[src/hw/rtl/abkf_pkg.sv]
// Shared constants, fixed-point widths and saturation helper for the
// angle/bias Kalman filter. No dependencies.
package abkf_pkg;

  localparam int COV_FRAC_BITS = 30;
  localparam int ANGLE_FRAC_BITS = 16;
  localparam int MUL_STEPS = 32;
  localparam int DIV_W = 32 + COV_FRAC_BITS;
  localparam int RND_W = 64 - COV_FRAC_BITS;

  localparam logic [1:0] REG_TIME_STEP = 2'd0;
  localparam logic [1:0] REG_ANGLE_NOISE = 2'd1;
  localparam logic [1:0] REG_BIAS_NOISE = 2'd2;
  localparam logic [1:0] REG_MEAS_NOISE = 2'd3;

  localparam logic signed [63:0] RND_HALF = 64'sd1 <<< (COV_FRAC_BITS - 1);
  localparam logic signed [31:0] COV_ONE = 32'sd1 <<< COV_FRAC_BITS;

  typedef logic signed [31:0] word_t;

  function automatic word_t sat32(input logic signed [35:0] v);
    word_t res;
    if (v > 36'sh0_7FFF_FFFF) begin
      res = 32'sh7FFF_FFFF;
    end else if (v < -36'sh0_8000_0000) begin
      res = 32'sh8000_0000;
    end else begin
      res = v[31:0];
    end
    return res;
  endfunction

endpackage

[src/hw/rtl/abkf_mul.sv]
// Bit-serial signed multiplier, one multiplier bit per cycle.
// Depends on abkf_pkg.
module abkf_mul (
  input  logic                 clk,
  input  logic                 rst_n,
  input  logic                 start,
  input  logic signed [32:0]   mul_a,
  input  logic signed [31:0]   mul_b,
  output logic                 done,
  output logic signed [63:0]   prod
);
  import abkf_pkg::*;

  logic signed [34:0] hi_r, hi_nxt;
  logic [31:0]        lo_r, lo_nxt;
  logic signed [32:0] a_r;
  logic [4:0]         cnt_r;
  logic               busy_r, done_r;
  logic signed [34:0] addend, sum;
  logic [66:0]        full;

  always_comb begin
    addend = '0;
    if (lo_r[0]) begin
      addend = (cnt_r == 5'(MUL_STEPS - 1)) ? -35'(a_r) : 35'(a_r);
    end
    sum = hi_r + addend;
    hi_nxt = sum >>> 1;
    lo_nxt = {sum[0], lo_r[31:1]};
  end

  always_ff @(posedge clk) begin
    if (!rst_n) begin
      busy_r <= 1'b0;
      done_r <= 1'b0;
      cnt_r <= '0;
    end else begin
      done_r <= 1'b0;
      if (start) begin
        busy_r <= 1'b1;
        cnt_r <= '0;
      end else if (busy_r) begin
        cnt_r <= cnt_r + 5'd1;
        if (cnt_r == 5'(MUL_STEPS - 1)) begin
          busy_r <= 1'b0;
          done_r <= 1'b1;
        end
      end
    end
  end

  always_ff @(posedge clk) begin
    if (start) begin
      hi_r <= '0;
      lo_r <= mul_b;
      a_r <= mul_a;
    end else if (busy_r) begin
      hi_r <= hi_nxt;
      lo_r <= lo_nxt;
    end
  end

  assign full = {hi_r, lo_r};
  assign prod = full[63:0];
  assign done = done_r;

endmodule

[src/hw/rtl/abkf_div.sv]
// Restoring divider, one quotient bit per cycle: sat(num * 2^F / den),
// truncated toward zero, den positive. Depends on abkf_pkg.
module abkf_div (
  input  logic               clk,
  input  logic               rst_n,
  input  logic               start,
  input  logic signed [31:0] num,
  input  logic [31:0]        den,
  output logic               done,
  output logic signed [31:0] quo
);
  import abkf_pkg::*;

  logic [DIV_W-1:0] n_r, q_r;
  logic [31:0]      rem_r, den_r;
  logic             neg_r, busy_r, done_r;
  logic [5:0]       cnt_r;
  logic [32:0]      r2, diff;
  logic             ge;
  logic [31:0]      mag;

  assign mag = num[31] ? (~num + 32'd1) : num;
  assign r2 = {rem_r, n_r[DIV_W-1]};
  assign diff = r2 - {1'b0, den_r};
  assign ge = (r2 >= {1'b0, den_r});

  always_ff @(posedge clk) begin
    if (!rst_n) begin
      busy_r <= 1'b0;
      done_r <= 1'b0;
      cnt_r <= '0;
    end else begin
      done_r <= 1'b0;
      if (start) begin
        busy_r <= 1'b1;
        cnt_r <= '0;
      end else if (busy_r) begin
        cnt_r <= cnt_r + 6'd1;
        if (cnt_r == 6'(DIV_W - 1)) begin
          busy_r <= 1'b0;
          done_r <= 1'b1;
        end
      end
    end
  end

  always_ff @(posedge clk) begin
    if (start) begin
      n_r <= {mag, {COV_FRAC_BITS{1'b0}}};
      q_r <= '0;
      rem_r <= '0;
      den_r <= den;
      neg_r <= num[31];
    end else if (busy_r) begin
      n_r <= {n_r[DIV_W-2:0], 1'b0};
      q_r <= {q_r[DIV_W-2:0], ge};
      rem_r <= ge ? diff[31:0] : r2[31:0];
    end
  end

  always_comb begin
    if (neg_r) begin
      if (q_r > DIV_W'(64'h8000_0000)) quo = 32'sh8000_0000;
      else quo = -q_r[31:0];
    end else begin
      if (q_r > DIV_W'(64'h7FFF_FFFF)) quo = 32'sh7FFF_FFFF;
      else quo = q_r[31:0];
    end
  end

  assign done = done_r;

endmodule

[src/hw/rtl/angle_bias_kalman_filter.sv]
// Top level of the two-state angle/gyro-bias Kalman filter for one axis.
// Depends on abkf_pkg, abkf_mul and abkf_div.
//
// Usage:
//   Input channel (in_valid/in_ready): one beat carries an accelerometer
//   angle and a gyro rate, both signed Q16.16. Output channel
//   (out_valid/out_ready): one beat per input beat with the posterior angle
//   and the bias-corrected rate, signed Q16.16.
//   cfg_we/cfg_index/cfg_wdata write dt, Qa, Qg and R (unsigned Q1.30); write only
//   while the filter is idle.
//   Ten products go through one bit-serial multiplier, and two gains
//   through one restoring divider; the gains are skipped when R + P00
//   is not positive. One sample is processed at a time.
//   in_ready is high whenever no sample is being processed, so the next
//   sample is taken while a finished result waits on a stalled receiver;
//   the next result is held internally until the output register frees.
//   Reset: estimates clear, P becomes identity, registers take defaults.
module angle_bias_kalman_filter (
  input  logic               clk,
  input  logic               rst_n,
  input  logic               in_valid,
  output logic               in_ready,
  input  logic signed [31:0] in_measured_angle,
  input  logic signed [31:0] in_gyro_rate,
  output logic               out_valid,
  input  logic               out_ready,
  output logic signed [31:0] out_filtered_angle,
  output logic signed [31:0] out_corrected_rate,
  input  logic               cfg_we,
  input  logic [1:0]         cfg_index,
  input  logic [30:0]        cfg_wdata
);
  import abkf_pkg::*;

  localparam logic [1:0] ST_IDLE = 2'd0;
  localparam logic [1:0] ST_RUN = 2'd1;
  localparam logic [1:0] ST_OUT = 2'd2;

  localparam logic [3:0] OP_ANGLE = 4'd0;
  localparam logic [3:0] OP_P00 = 4'd1;
  localparam logic [3:0] OP_P01 = 4'd2;
  localparam logic [3:0] OP_P11 = 4'd3;
  localparam logic [3:0] OP_K0 = 4'd4;
  localparam logic [3:0] OP_K1 = 4'd5;
  localparam logic [3:0] OP_U00 = 4'd6;
  localparam logic [3:0] OP_U01 = 4'd7;
  localparam logic [3:0] OP_U10 = 4'd8;
  localparam logic [3:0] OP_U11 = 4'd9;
  localparam logic [3:0] OP_UANG = 4'd10;
  localparam logic [3:0] OP_UBIAS = 4'd11;

  logic [30:0] dt_r, qa_r, qg_r, rn_r;
  word_t angle_r, bias_r, p00_r, p01_r, p10_r, p11_r;
  word_t pp00_r, pp01_r, pp10_r, pp11_r, k0_r, k1_r, err_r;
  word_t meas_r, gyro_r, out_angle_r, out_rate_r;
  logic [1:0] state_r;
  logic [3:0] op_r;
  logic started_r, out_valid_r;

  logic signed [32:0] mul_a;
  logic signed [31:0] mul_b;
  logic mul_start, mul_done, div_start, div_done, is_div, den_pos;
  logic signed [63:0] prod, prod_rnd;
  logic signed [RND_W-1:0] rval;
  logic signed [31:0] quo, div_num;
  logic signed [32:0] den_full;
  word_t rdiff, pd0;

  assign rdiff = sat32(36'(gyro_r) - 36'(bias_r));
  assign pd0 = sat32(36'(signed'({1'b0, qa_r})) - 36'(p01_r) - 36'(p10_r));
  assign den_full = 33'(signed'({1'b0, rn_r})) + 33'(pp00_r);
  assign den_pos = !den_full[32] && (den_full != '0);
  assign is_div = (op_r == OP_K0) || (op_r == OP_K1);
  assign div_num = (op_r == OP_K0) ? pp00_r : pp10_r;

  always_comb begin
    mul_a = 33'(k0_r);
    mul_b = signed'({1'b0, dt_r});
    case (op_r)
      OP_ANGLE: mul_a = 33'(rdiff);
      OP_P00:   mul_a = 33'(pd0);
      OP_P01:   mul_a = -33'(p11_r);
      OP_P11:   mul_a = signed'({2'b0, qg_r});
      OP_U00: begin
        mul_a = 33'(k0_r);
        mul_b = pp00_r;
      end
      OP_U01: begin
        mul_a = 33'(k0_r);
        mul_b = pp01_r;
      end
      OP_U10: begin
        mul_a = 33'(k1_r);
        mul_b = pp00_r;
      end
      OP_U11: begin
        mul_a = 33'(k1_r);
        mul_b = pp01_r;
      end
      OP_UANG: begin
        mul_a = 33'(k0_r);
        mul_b = err_r;
      end
      OP_UBIAS: begin
        mul_a = 33'(k1_r);
        mul_b = err_r;
      end
      default: mul_a = 33'(k0_r);
    endcase
  end

  assign mul_start = (state_r == ST_RUN) && !started_r && !is_div;
  assign div_start = (state_r == ST_RUN) && !started_r && is_div && den_pos;

  abkf_mul u_mul (
    .clk   (clk),
    .rst_n (rst_n),
    .start (mul_start),
    .mul_a (mul_a),
    .mul_b (mul_b),
    .done  (mul_done),
    .prod  (prod)
  );

  abkf_div u_div (
    .clk   (clk),
    .rst_n (rst_n),
    .start (div_start),
    .num   (div_num),
    .den   (den_full[31:0]),
    .done  (div_done),
    .quo   (quo)
  );

  assign prod_rnd = prod + RND_HALF;
  assign rval = prod_rnd[63:COV_FRAC_BITS];

  always_ff @(posedge clk) begin
    if (!rst_n) begin
      dt_r <= 31'd5368709;
      qa_r <= 31'd1073742;
      qg_r <= 31'd3221225;
      rn_r <= 31'd536870912;
    end else if (cfg_we) begin
      case (cfg_index)
        REG_TIME_STEP:   dt_r <= cfg_wdata;
        REG_ANGLE_NOISE: qa_r <= cfg_wdata;
        REG_BIAS_NOISE:  qg_r <= cfg_wdata;
        REG_MEAS_NOISE:  rn_r <= cfg_wdata;
        default: ;
      endcase
    end
  end

  always_ff @(posedge clk) begin
    if (!rst_n) begin
      state_r <= ST_IDLE;
      op_r <= OP_ANGLE;
      started_r <= 1'b0;
      out_valid_r <= 1'b0;
      angle_r <= '0;
      bias_r <= '0;
      p00_r <= COV_ONE;
      p01_r <= '0;
      p10_r <= '0;
      p11_r <= COV_ONE;
    end else begin
      if (out_valid_r && out_ready && (state_r != ST_OUT)) out_valid_r <= 1'b0;
      case (state_r)
        ST_IDLE: begin
          if (in_valid) begin
            meas_r <= in_measured_angle;
            gyro_r <= in_gyro_rate;
            op_r <= OP_ANGLE;
            started_r <= 1'b0;
            state_r <= ST_RUN;
          end
        end
        ST_RUN: begin
          if (!started_r) begin
            if (is_div && !den_pos) begin
              k0_r <= '0;
              k1_r <= '0;
              op_r <= OP_U00;
            end else begin
              started_r <= 1'b1;
            end
          end else if (div_done) begin
            started_r <= 1'b0;
            if (op_r == OP_K0) k0_r <= quo;
            else k1_r <= quo;
            op_r <= op_r + 4'd1;
          end else if (mul_done) begin
            started_r <= 1'b0;
            op_r <= op_r + 4'd1;
            case (op_r)
              OP_ANGLE: angle_r <= sat32(36'(angle_r) + 36'(rval));
              OP_P00:   pp00_r <= sat32(36'(p00_r) + 36'(rval));
              OP_P01: begin
                pp01_r <= sat32(36'(p01_r) + 36'(rval));
                pp10_r <= sat32(36'(p10_r) + 36'(rval));
              end
              OP_P11: begin
                pp11_r <= sat32(36'(p11_r) + 36'(rval));
                err_r <= sat32(36'(meas_r) - 36'(angle_r));
              end
              OP_U00:   p00_r <= sat32(36'(pp00_r) - 36'(rval));
              OP_U01:   p01_r <= sat32(36'(pp01_r) - 36'(rval));
              OP_U10:   p10_r <= sat32(36'(pp10_r) - 36'(rval));
              OP_U11:   p11_r <= sat32(36'(pp11_r) - 36'(rval));
              OP_UANG:  angle_r <= sat32(36'(angle_r) + 36'(rval));
              OP_UBIAS: begin
                bias_r <= sat32(36'(bias_r) + 36'(rval));
                state_r <= ST_OUT;
              end
              default: ;
            endcase
          end
        end
        ST_OUT: begin
          if (!out_valid_r || out_ready) begin
            out_angle_r <= angle_r;
            out_rate_r <= rdiff;
            out_valid_r <= 1'b1;
            state_r <= ST_IDLE;
          end
        end
        default: state_r <= ST_IDLE;
      endcase
    end
  end

  assign in_ready = (state_r == ST_IDLE);
  assign out_valid = out_valid_r;
  assign out_filtered_angle = out_angle_r;
  assign out_corrected_rate = out_rate_r;

endmodule
[config.mk]
export PLATFORM = sky130hd
export DESIGN_NAME = angle_bias_kalman_filter
export DESIGN_NICKNAME = d
export VERILOG_FILES = /design/src/hw/rtl/abkf_pkg.sv /design/src/hw/rtl/abkf_mul.sv /design/src/hw/rtl/abkf_div.sv /design/src/hw/rtl/angle_bias_kalman_filter.sv
export SDC_FILE = /design/constraint.sdc
export NUM_CORES = 2
export LEC_CHECK = 0
export ABC_CLOCK_PERIOD_IN_PS = 19300
export BUFFER_PORTS_ARGS = -buffer_cell sky130_fd_sc_hd__buf_4
export CAP_MARGIN = 20
export CORE_MARGIN = 2
export CORE_UTILIZATION = 60
export DETAILED_ROUTE_END_ITERATION = 8
export GPL_TIMING_DRIVEN = 0
export PLACE_DENSITY = 0.88
export SYNTH_ARGS = -nofsm -noshare
export SYNTH_HDL_FRONTEND = slang
export SYNTH_SLANG_ARGS = --single-unit
[constraint.sdc]
create_clock -name clk -period 19.3 [get_ports clk]
set_input_delay 3.86 -clock clk [delete_from_list [all_inputs] [get_ports clk]]
set_output_delay 3.86 -clock clk [all_outputs]
set_load 0.05 [all_outputs]
==> impl_metrics.csv <==
group,metric,value,unit
clock_network,cts_sinks,949,
clock_network,post_cts_buffers,0,
power,power_density,88.3,nW/µm²
clock_network,cts_hold_buf,0,
global_route,grt.overflow.total,0,
hold_path,holdCritPathClass,"reg2reg",
die,die_x,338,µm
worst_setup_path,path_depth,23,
worst_setup_path,worstPathArrival,8.56,ns
clock_network,clk_path_buf_depth,3,
timing,report.final.slew_viol_count,0,
route,wl,247,mm
yosys,netlist_area,66700,µm²
worst_setup_path,cpMostUsedCell,"nand2_1",
placement,gp_congestion,1.12,
route,wl_per_cell,26.2,µm
worst_setup_path,r2r_start,"u_mul.lo_r[30]",
clock_network,cts_buffers,105,
route,drtAntennaViolNets,0,
timing,fin_setup_tns,0,ns
hold_path,min_from,"rn_r[8]",
placement,numPortBuffers,166,
worst_setup_path,crit_buf_inv,4,
clock_network,cts.reportedPaths.clkPinSlew,0.06,ns
yosys,yosys_register_bits,949,
die,std_cell_rows,122,
clock_network,cts-resized-gates,0,
global_route,grt_pass1_wl,360,mm
yosys,syn_area_per_cell,8.90,µm²
timing,rsz0062_at_grt,"no",
cells_and_area,largestRegisters,"u_div.q_r: 62 flops, u_mul.hi_r: 34 flops, u_mul.a_r: 33 flops",
timing,setup_viol,0,
clock_network,root_buffer,"clkbuf_16",
power,leakage,31.0,nW
timing,max_freq,125,MHz
die,die_h,338,µm
placement,dp_cells,9209,
worst_setup_path,critPathMaxStageDelay,0.91,ns
worst_setup_path,crit_required,19.86,ns
cells_and_area,layout_commonest_cell,"nand2_1",
worst_setup_path,crit_path_end_kind,"flop",
clock_network,cts_tree,"done",
worst_setup_path,regToRegEndpoint,"p01_r[6]",
worst_setup_path,endpoint,"p01_r[6]",
die,core-area,111000,µm²
flow_run,cap_viol_max_count,0,
worst_setup_path,crit_path_top_delay_cell,"a21boi_0",
route,dr.pass1.iters,9,
route,drt_iter0_drc,9840,
cells_and_area,regArea,23800,µm²
worst_setup_path,worstRegToRegCells,23,
yosys,synth_top_area_cell,"edfxtp_1",
clock_network,clkLatencyLatePin,0.75,ns
yosys,yosys-top-cells-area,"edfxtp_1 22%, dfxtp_1 14%, ha_1 10%",
power,peakVddDrop,0.0722,mV
worst_setup_path,critPathLaunch,"u_mul.lo_r[30]",
cells_and_area,final_util,0.676,
worst_setup_path,worstPathCellList,"ha_1 > nand2_1 > nor2_1 > nand2_1 > inv_1 > and3_1 > xor2_2 > buf_16 > inv_1 > ha_1 > nand2_1 > a2111oi_0 > o31ai_1 > nand4_1 > a31oi_1 > o21ai_0 > o21ai_0 > o41ai_1 > xnor2_1 > nand3_1 > a21boi_0 > clkbuf_1 > a21oi_1",
timing,max_slew_margin,0.0816,
power,total_power,6.60,mW
clock_network,htreeDepth,3,
worst_setup_path,cp_top_family,"compound AO/OA/AOI/OAI gates",
timing,worstMarginPinSlew,1.38,ns
worst_setup_path,startpoint_type,"flop",
yosys,ys.flop_type,"edfxtp_1",
yosys,synth-edff-count,482,
timing,skew,0.0500,ns
die,io_pins,168,
worst_setup_path,path_max_fanout,10,
cells_and_area,drive_gt1_frac,0.0842,
worst_setup_path,rrSetupSlack,11.30,ns
cells_and_area,nFillCells,8397,
yosys,synth_top_cell_area_share,0.217,
worst_setup_path,crit_type,"reg2reg",
die,initial_core_util,0.604,
run_status,outcome,"complete, but fails checks",
yosys,synth-async-reset-ratio,0,
placement,dp_hpwl,192,mm
run_status,violations,"design-rule violations",
cells_and_area,largest_register_ff_count,62,
global_route,grt_start_max_net_pins,65,
route,vias_per_cell,6.77,
global_route,antenna_found_initial,16,
yosys,yosysSeqAreaShare,0.357,
timing,min_period_over_period,0.415,
yosys,synthesis.nets,8197,
cells_and_area,top_register,"u_div.q_r",
timing,min_period,8.00,ns
global_route,grt_use_total,0.421,
yosys,syn_inst,7499,
route,drc,9,
die,die_area,114000,µm²
cells_and_area,area_growth,12.0,%
cells_and_area,multiInputGateArea,40500,µm²
yosys,yosysUniqueCellTypes,105,
cells_and_area,layout.cells.non_filler,9424,
cells_and_area,mostFrequentLayoutCells,"719 x nand2_1, 639 x nor2_1, 615 x a21oi_1",
route,vias,63800,
global_route,grt_pass1_vias,59100,
timing,finalHoldViolations,0,
cells_and_area,layout.nets,8529,
yosys,yosysWarnings,0,
-- tightest hold or removal path: cells and delay by family, from the launching register on --
family | cells | cell delay (ns)
flip-flops | 1 | 0.31
AO/OA/AOI/OAI | 1 | 0.05
AND/OR/NAND/NOR | 1 | 0.05
-- report_power, final --
part | total, mW | switching (mW) | internal [mW]
combinational | 2.14 | 1.39 | 0.750
clock | 2.17 | 0.933 | 1.24
sequential | 2.30 | 0.0682 | 2.23
-- how the worst min path moves through the flow --
| stage | endpoint | slack (ns) | depth (start not counted) |
|---|---|---|---|
| finish | rn_r[8] | 0.46 | 2 |
| global route | out_filtered_angle[9] | 0.48 | 0 |
| CTS | rn_r[14] | 0.46 | 2 |
| detailed placement | out_filtered_angle[9] | 0.45 | 0 |
| global placement | dt_r[3] | 0.45 | 2 |
| floorplan | qg_r[2] | 0.44 | 2 |
-- area by class of cell --
class	count	share of cell area
Timing Repair Buffer	225	0.0288
Antenna cell	13	0.000435
Multi-Input combinational cell	5842	0.542
Sequential cell	949	0.319
Clock buffer	132	0.0387
Buffer	305	0.0165
Tap cell	1488	0.0249
Inverter	403	0.0202
Clock inverter	67	0.0103
-- Yosys cell counts (72+ instances only) --
library cell	number
a211oi_1	99
nor2_1	644
o21bai_1	72
dfxtp_1	467
nor3_1	135
clkbuf_1	243
o21a_1	88
inv_1	402
mux2i_1	129
ha_1	550
a31oi_1	104
a21oi_1	615
xnor2_1	347
nand3_1	142
nor2b_1	73
o21ai_0	437
a21o_1	325
xor2_1	225
nand2_1	719
edfxtp_1	482
nand2b_1	73
-- layer usage --
layer,up-vias,GRT usage,wire [µm]
li1,28200,-,-
met1,29800,0.525,86500
met2,4623,0.605,99000
met3,1101,0.153,40600
met4,16,0.290,20600
met5,-,0,317
-- per-stage QoR --
step                      hold WS [ns]  setup slack, ns  area (µm²)
after detailed placement         0.449            11.82       71000
after global routing             0.476            11.19       74700
final                            0.459            11.30       74800
after floorplan                  0.436             9.51       66700
after CTS                        0.460            11.78       74700
after global placement           0.445             5.00       69900
-- kinds of logic (layout without fill, tap and decap cells) --
| logic type | Yosys count | after routing | synth area share |
|---|---|---|---|
| AO/OA/AOI/OAI | 2327 | 2327 | 0.232 |
| AND/OR/NAND/NOR | 2152 | 2152 | 0.148 |
| flip-flops | 949 | 949 | 0.357 |
| buffers and inverters | 708 | 1132 | 0.0411 |
| adder cells (fa/ha/maj) | 629 | 629 | 0.122 |
| XOR/XNOR | 572 | 572 | 0.0751 |
| multiplexers | 162 | 162 | 0.0249 |
| other | 0 | 13 | 0 |
No activity file was read; power rests on OpenSTA's default activity.
